--- src/hw/rtl/kwsc_pkg.sv ---
// Package for the keyword substitution cipher engine.
// Holds request codes, alphabet constants, the table port structs and the letter decoder.
// No dependencies.
`timescale 1ns / 1ps

package kwsc_pkg;

    localparam int IDX_W = 5;
    localparam int ALPHA_SIZE = 26;
    localparam logic [IDX_W-1:0] ALPHA_CNT = IDX_W'(ALPHA_SIZE);
    localparam logic [IDX_W-1:0] ALPHA_LAST = IDX_W'(ALPHA_SIZE - 1);

    localparam logic [7:0] CH_UPPER_A = 8'h41;
    localparam logic [7:0] CH_UPPER_Z = 8'h5A;
    localparam logic [7:0] CH_LOWER_A = 8'h61;
    localparam logic [7:0] CH_LOWER_Z = 8'h7A;

    localparam logic [2:0] REQ_CLEAR   = 3'd0;
    localparam logic [2:0] REQ_KEY     = 3'd1;
    localparam logic [2:0] REQ_FINISH  = 3'd2;
    localparam logic [2:0] REQ_ENCRYPT = 3'd3;
    localparam logic [2:0] REQ_DECRYPT = 3'd4;

    typedef struct packed {
        logic             en;
        logic [IDX_W-1:0] pos;
        logic [IDX_W-1:0] letter;
    } tbl_wr_t;

    typedef struct packed {
        logic             en;
        logic             inverse;
        logic [IDX_W-1:0] addr;
    } tbl_rd_t;

    // Folded letter index 0..25, or the alphabet size for a non-letter.
    function automatic logic [IDX_W-1:0] letter_index(input logic [7:0] b);
        logic [IDX_W-1:0] idx;
        idx = ALPHA_CNT;
        if (b >= CH_UPPER_A && b <= CH_UPPER_Z)
        begin
            idx = IDX_W'(b - CH_UPPER_A);
        end
        else if (b >= CH_LOWER_A && b <= CH_LOWER_Z)
        begin
            idx = IDX_W'(b - CH_LOWER_A);
        end
        return idx;
    endfunction

endpackage

--- src/hw/rtl/keyword_substitution_cipher_top.sv ---
// Top level of the keyword substitution cipher engine: sequencer, letter placement unit
// and output register. Depends on kwsc_pkg and kwsc_tables.
//
//   Channel  Direction  Handshake               Payload
//   in       input      in_valid / in_ready     req_type, data_byte
//   out      output     out_valid / out_ready   out_byte, status, letters_placed
//
// A clear item goes straight to the result step, a key byte via the placement step, and
// encrypt or decrypt via the table lookup step when needed; a finish item visits all 26 letters in turn.
// The block takes one item at a time; in_ready is high only while the sequencer is idle.
// A stalled output holds the sequencer in its result step until the register is free.
// Reset clears the used letters, fill count and ready flag; the tables need no clearing.
`timescale 1ns / 1ps

module keyword_substitution_cipher_top (
    input  logic        clk,
    input  logic        rst_n,
    input  logic        in_valid,
    output logic        in_ready,
    input  logic [2:0]  req_type,
    input  logic [7:0]  data_byte,
    output logic        out_valid,
    input  logic        out_ready,
    output logic [7:0]  out_byte,
    output logic        status,
    output logic [4:0]  letters_placed
);
    import kwsc_pkg::*;

    typedef enum logic [1:0] {S_IDLE, S_PLACE, S_LOOK, S_RESULT} state_t;

    state_t                 state_reg;
    logic [2:0]             req_reg;
    logic [7:0]             byte_reg;
    logic [IDX_W-1:0]       cand_reg;
    logic                   walk_reg;
    logic [ALPHA_SIZE-1:0]  used_reg;
    logic [IDX_W-1:0]       fill_reg;
    logic                   ready_reg;
    logic                   out_valid_reg;
    logic [7:0]             out_byte_reg;
    logic                   status_reg;
    logic [IDX_W-1:0]       placed_reg;

    tbl_wr_t                tbl_wr;
    tbl_rd_t                tbl_rd;
    logic [IDX_W-1:0]       rd_data;
    logic                   cand_used;
    logic                   place_ok;
    logic [IDX_W-1:0]       item_idx;
    logic [IDX_W-1:0]       in_idx;
    logic [IDX_W-1:0]       cipher_idx;
    logic                   is_xlate;
    logic [7:0]             res_byte;
    logic                   res_status;
    logic                   out_load;

    kwsc_tables u_tables (
        .clk     (clk),
        .wr      (tbl_wr),
        .rd      (tbl_rd),
        .rd_data (rd_data)
    );

    assign in_idx   = letter_index(data_byte);
    assign item_idx = letter_index(byte_reg);

    // The shared placement unit checks one candidate letter per cycle and appends it if unused.
    always_comb
    begin
        cand_used = 1'b1;
        if (cand_reg < ALPHA_CNT)
        begin
            cand_used = used_reg[cand_reg];
        end
        place_ok = (cand_reg < ALPHA_CNT) && (fill_reg < ALPHA_CNT) && !cand_used;
    end

    assign tbl_wr.en      = (state_reg == S_PLACE) && place_ok;
    assign tbl_wr.pos     = fill_reg;
    assign tbl_wr.letter  = cand_reg;
    assign tbl_rd.en      = (state_reg == S_LOOK);
    assign tbl_rd.inverse = (req_reg == REQ_DECRYPT);
    assign tbl_rd.addr    = item_idx;

    assign out_load = (state_reg == S_RESULT) && (!out_valid_reg || out_ready);

    always_comb
    begin
        is_xlate   = (req_reg == REQ_ENCRYPT) || (req_reg == REQ_DECRYPT);
        cipher_idx = (rd_data < ALPHA_CNT) ? rd_data : '0;
        res_byte   = '0;
        res_status = 1'b0;
        if (is_xlate)
        begin
            if (!ready_reg)
            begin
                res_byte   = byte_reg;
                res_status = 1'b1;
            end
            else if (item_idx < ALPHA_CNT)
            begin
                res_byte = CH_LOWER_A + {3'b000, cipher_idx};
            end
            else
            begin
                res_byte = byte_reg;
            end
        end
    end

    always_ff @(posedge clk or negedge rst_n)
    begin
        if (!rst_n)
        begin
            state_reg     <= S_IDLE;
            req_reg       <= REQ_CLEAR;
            byte_reg      <= '0;
            cand_reg      <= '0;
            walk_reg      <= 1'b0;
            used_reg      <= '0;
            fill_reg      <= '0;
            ready_reg     <= 1'b0;
            out_valid_reg <= 1'b0;
            out_byte_reg  <= '0;
            status_reg    <= 1'b0;
            placed_reg    <= '0;
        end
        else
        begin
            if (out_load)
            begin
                out_valid_reg <= 1'b1;
            end
            else if (out_valid_reg && out_ready)
            begin
                out_valid_reg <= 1'b0;
            end
            case (state_reg)
                S_IDLE:
                begin
                    if (in_valid)
                    begin
                        req_reg  <= req_type;
                        byte_reg <= data_byte;
                        case (req_type)
                            REQ_CLEAR:
                            begin
                                used_reg  <= '0;
                                fill_reg  <= '0;
                                ready_reg <= 1'b0;
                                state_reg <= S_RESULT;
                            end
                            REQ_KEY:
                            begin
                                cand_reg  <= in_idx;
                                walk_reg  <= 1'b0;
                                state_reg <= S_PLACE;
                            end
                            REQ_FINISH:
                            begin
                                cand_reg  <= '0;
                                walk_reg  <= 1'b1;
                                state_reg <= S_PLACE;
                            end
                            REQ_ENCRYPT, REQ_DECRYPT:
                            begin
                                if (ready_reg && (in_idx < ALPHA_CNT))
                                begin
                                    state_reg <= S_LOOK;
                                end
                                else
                                begin
                                    state_reg <= S_RESULT;
                                end
                            end
                            default:
                            begin
                                state_reg <= S_RESULT;
                            end
                        endcase
                    end
                end
                S_PLACE:
                begin
                    if (place_ok)
                    begin
                        used_reg <= used_reg | ({{(ALPHA_SIZE-1){1'b0}}, 1'b1} << cand_reg);
                        fill_reg <= fill_reg + IDX_W'(1);
                    end
                    if (!walk_reg || (cand_reg == ALPHA_LAST))
                    begin
                        if (walk_reg)
                        begin
                            ready_reg <= 1'b1;
                        end
                        state_reg <= S_RESULT;
                    end
                    else
                    begin
                        cand_reg <= cand_reg + IDX_W'(1);
                    end
                end
                S_LOOK:
                begin
                    state_reg <= S_RESULT;
                end
                S_RESULT:
                begin
                    if (out_load)
                    begin
                        out_byte_reg  <= res_byte;
                        status_reg    <= res_status;
                        placed_reg    <= fill_reg;
                        state_reg     <= S_IDLE;
                    end
                end
                default:
                begin
                    state_reg <= S_IDLE;
                end
            endcase
        end
    end

    assign in_ready       = (state_reg == S_IDLE);
    assign out_valid      = out_valid_reg;
    assign out_byte       = out_byte_reg;
    assign status         = status_reg;
    assign letters_placed = placed_reg;

    // The fill count always equals the number of letters marked as used.
    assert property (@(posedge clk) disable iff (!rst_n)
        $countones(used_reg) == 32'(fill_reg))
        else $error("Fill count disagrees with the used letter set.");

    // The fill count never passes the alphabet size.
    assert property (@(posedge clk) disable iff (!rst_n)
        fill_reg <= ALPHA_CNT)
        else $error("Fill count beyond alphabet size.");

    // A finished alphabet holds every letter.
    assert property (@(posedge clk) disable iff (!rst_n)
        ready_reg |-> (fill_reg == ALPHA_CNT))
        else $error("Alphabet marked ready while not full.");

    // A table read happens only for a translate item on a finished alphabet.
    assert property (@(posedge clk) disable iff (!rst_n)
        (state_reg == S_LOOK) |-> (ready_reg && (item_idx < ALPHA_CNT)))
        else $error("Table lookup without a finished alphabet.");

endmodule

--- src/hw/rtl/kwsc_tables.sv ---
// Forward and inverse cipher tables with one write port and one registered read port.
// Depends on kwsc_pkg.
`timescale 1ns / 1ps

module kwsc_tables (
    input  logic                            clk,
    input  kwsc_pkg::tbl_wr_t               wr,
    input  kwsc_pkg::tbl_rd_t               rd,
    output logic [kwsc_pkg::IDX_W-1:0]      rd_data
);
    import kwsc_pkg::*;

    logic [IDX_W-1:0] fwd_mem [ALPHA_SIZE];
    logic [IDX_W-1:0] inv_mem [ALPHA_SIZE];

    always_ff @(posedge clk)
    begin
        if (wr.en)
        begin
            fwd_mem[wr.pos]    <= wr.letter;
            inv_mem[wr.letter] <= wr.pos;
        end
    end

    always_ff @(posedge clk)
    begin
        if (rd.en)
        begin
            if (rd.inverse)
            begin
                rd_data <= inv_mem[rd.addr];
            end
            else
            begin
                rd_data <= fwd_mem[rd.addr];
            end
        end
    end

endmodule
--- config.mk ---
export PLATFORM = sky130hd
export DESIGN_NAME = keyword_substitution_cipher_top
export DESIGN_NICKNAME = d
export VERILOG_FILES = /design/src/hw/rtl/kwsc_pkg.sv /design/src/hw/rtl/keyword_substitution_cipher_top.sv /design/src/hw/rtl/kwsc_tables.sv
export SDC_FILE = /design/constraint.sdc
export NUM_CORES = 1
export LEC_CHECK = 0
export BUFFER_PORTS_ARGS = -buffer_cell sky130_fd_sc_hd__buf_2
export CAP_MARGIN = 20
export CORE_ASPECT_RATIO = 1.2
export CORE_MARGIN = 2
export CORE_UTILIZATION = 50
export DETAILED_ROUTE_END_ITERATION = 7
export PLACE_DENSITY = 0.67
export SLEW_MARGIN = 10
export SYNTH_ARGS = -nofsm -noshare
export SYNTH_HDL_FRONTEND = slang
export SYNTH_SLANG_ARGS = --single-unit
--- constraint.sdc ---
create_clock -name clk -period 3.2 [get_ports clk]
set_input_delay 0.64 -clock clk [delete_from_list [all_inputs] [get_ports clk]]
set_output_delay 0.64 -clock clk [all_outputs]
set_load 0.1 [all_outputs]
==> reports/qor.txt <==
Routed length per instance -> 26.76 um
HP Class -> in -> async
Filler cell count -> 2433
Switch share -> 0.4180
Clk_skew -> 0.01143 ns
Die area -> 0.03123 mm^2
CTS Buffer Depth -> 3
IO Port Bufs -> 30
Setup TNS -> 0 ns
Antenna Violating Nets Remaining -> 0
Post-CTS Setup Bufs -> 0
Max cap viols -> 0
Post-route minimum period -> 3.138 ns
Total track usage -> 0.2869
Row Count -> 69
Critical path startpoint category -> flop
Slowest stage delay, CP -> 0.53 ns
Post-CTS Hold Buffers -> 0
Crit path max fanout -> 10
Internal Dissipation -> 9.841 mW
Worst endpoint data arrival time -> 3.45 ns
Seq/Total Area, Yosys -> 0.6443
First-pass GRT wire length -> 65410 um
Post-synth top area share -> 0.5336
Post-synth EDFFs -> 265
Sequential power share -> 0.341
DRC Markers -> 0
Num Clock Sinks -> 331
Yosys Warn Count -> 0
IR drop worst, VDD -> 696.9 uV
Buf+Inv Stages, Crit Path -> 5
Die X -> 161.7 um
Number of unique standard cell types used by synthesis -> 86
Synthesized area per cell -> 12.99 um^2
Commonest cells after routing, fill and taps aside -> edfxtp_1 (265), nand2_1 (115), buf_4 (100)
Layout cells sized above 1 -> 0.2020
Total global routing overflow -> 0
Slowest stage cell, crit path -> or4_1
Critical Path RT -> 3.51 ns
Fin. max-slew vios -> 0
Period Utilization, post-route -> 0.9805
Final GP Congestion -> 0.9809
Root buf cell -> clkbuf_16
Critical path depth in cells -> 13
Ys async rst share -> 0.1994
Later-pin clock latency in the skew report -> 0.57 ns
Unrepaired setup endpoints after global routing -> false
Cell taking the most area after synthesis -> edfxtp_1
Ports -> 31
Pre-antenna DRT Iters -> 5
Commonest non-fill, non-tap cell in the layout -> edfxtp_1
Combinational power share -> 0.452
Outcome -> complete, no violations
Most area-consuming cells after synthesis -> edfxtp_1 (53%), dfrtp_1 (11%), nand2_1 (2.9%), mux2i_1 (2.2%), nor2_1 (1.9%)
R2r worst-path depth -> 13
CP top delay family -> simple AND/OR/NAND/NOR gates
Setup crit end kind -> flop
DR iter-0 viols -> 1031
Worst slew margin relative to its limit -> 0.5348
Measured slew at the worst slew-check pin -> 0.6954 ns
Vias -> 10570
Core ar. -> 0.02953 mm^2
Critical path's most frequent cell -> buf_4
Setup CP Type -> reg -> reg
Hpwl dp -> 30700 um
Clock Power Share -> 0.207
Top_reg_cell synth -> edfxtp_1
Via/cell ratio -> 6.338
Final nets -> 1290
Critical Path, Cell by Cell -> clkinv_1, buf_4, ha_1, nor2b_2, nor3_2, buf_12, or4_1, nor2_1, buf_4, o211ai_1, o21ai_0, buf_4, o32ai_1
Setup violators final -> 0
Starting Density -> 0.5051
Syn Std Cell Area -> 0.01491 mm^2
Post-Route WL -> 44630 um
Htree depth -> 1
LEAKAGE -> 6.331 nW
Largest net degree at the start of global routing -> 68
Initial antenna violation count -> 0
Sw Pwr -> 7.068 mW
Power per Cell Area -> 983.5 mW/mm^2
Syn nets -> 1184
Fmax -> 0.3187 GHz
Hold Violations, Final -> 0
CTS Buf Count -> 31
CTS tree -> built
CTS clk-pin slew, worst paths -> 0.07 ns
Syn Inst Count -> 1148
Vias in the first global route -> 10350
Synthesized flop and latch total -> 331
Area grow syn2layout -> 15.28%
Final Total Pwr -> 16.91 mW
Die height -> 193.2 um
-- kinds of logic (layout without fill, tap and decap cells) --
family	Yosys count	count (layout)	synth area share
adder cells (fa/ha/maj)	21	21	0.01762
multiplexers	68	68	0.05613
AO/OA/AOI/OAI	279	279	0.1326
XOR/XNOR	10	10	0.005873
AND/OR/NAND/NOR	351	351	0.1151
buffers and inverters	88	217	0.02836
flip-flops	331	331	0.6443
other	0	1	0
-- worst paths after layout --
path                              start                  end  slack, ns
max in group asynchronous         rst_n          cand_reg[0]       2.80
setup reg to reg            byte_reg[0]  u_tables.rd_data[0]       0.06
hold / removal                    rst_n          out_byte[6]       0.06
setup / recovery            byte_reg[0]  u_tables.rd_data[0]       0.06
hold reg to reg             out_byte[1]          out_byte[1]       0.48
min in group clk           data_byte[6]          byte_reg[6]       0.33
-- area by class of cell --
type | count | area, um^2 | area share
Sequential cell | 331 | 9612 | 0.5591
Clock inverter | 11 | 63.81 | 0.003712
Antenna cell | 1 | 2.502 | 0.0001456
Timing Repair Buffer | 139 | 1081 | 0.06288
Tap cell | 390 | 488.0 | 0.02838
Inverter | 22 | 82.58 | 0.004803
Multi-Input combinational cell | 729 | 4972 | 0.2892
Clock buffer | 45 | 889.6 | 0.05175
-- worst register-to-register path, delay by kind of cell, from the launching register on --
family,cells,cell delay [ns]
simple gates,4,1.00
fa+ha+maj,1,0.22
flops,1,0.44
buf+inv,5,0.79
compound gates,3,0.42
-- routing by layer --
layer	part of all wire	vias up	global-route usage
li1	-	4650	-
met1	0.38	5233	0.3649
met2	0.49	569	0.4844
met3	0.080	120	0.04642
met4	0.052	0	0.1392
met5	0	-	0
-- per-stage QoR --
| stage | instances | util | worst slack, ns | instance area [um^2] | hold slack, ns |
|---|---|---|---|---|---|
| after floorplan | 1148 | - | 0.1640 | 14910 | 0.3444 |
| after global placement | 1611 | 0.5475 | 0.04895 | 16170 | 0.4574 |
| after detailed placement | 1611 | 0.5475 | -0.0006393 | 16170 | 0.4710 |
| after CTS | 1667 | 0.5803 | 0.02348 | 17140 | 0.07486 |
| after global routing | 1667 | 0.5822 | 0.002114 | 17190 | 0.08615 |
| final | 1668 | 0.5823 | 0.06232 | 17190 | 0.06417 |
-- power by group through the flow --
stage / registers, mW / logic (mW) / clock network (mW)
detailed placement: 5.82 / 7.41 / 0
global placement: 5.81 / 7.34 / 0
finish: 5.76 / 7.65 / 3.50
global route: 5.80 / 8.06 / 3.71
CTS: 5.75 / 7.46 / 3.54
floorplan: 6.30 / 3.97 / 0
-- cell usage after synthesis, drive strengths merged, types with 4 or more instances --
library cell	instances
a2111oi	5
a211o	5
a211oi	20
a21boi	6
a21oi	45
a221o	5
a221oi	10
a22oi	9
a311oi	5
a31oi	16
a32o	8
a32oi	6
a41oi	9
and2	6
and3	36
buf	31
clkbuf	35
dfrtp	66
edfxtp	265
ha	21
inv	21
mux2	25
mux2i	33
mux4	10
nand2	118
nand2b	10
nand3	35
nand4	6
nor2	79
nor2b	9
nor3	19
nor3b	5
nor4	4
o211a	5
o211ai	9
o21ai	60
o221ai	7
o22ai	17
o311ai	4
o31ai	8
or3	5
xnor2	6
xor2	4
-- what timing repair did --
| item | 4_1_cts | 5_1_grt |
|---|---|---|
| hold endpoints to repair | 0 | 0 |
| pin swaps | 0 | 3 |
| setup endpoints to repair | 2 | 10 |
| resized for setup | 2 | 13 |
Power figures use the tool's default switching activity.
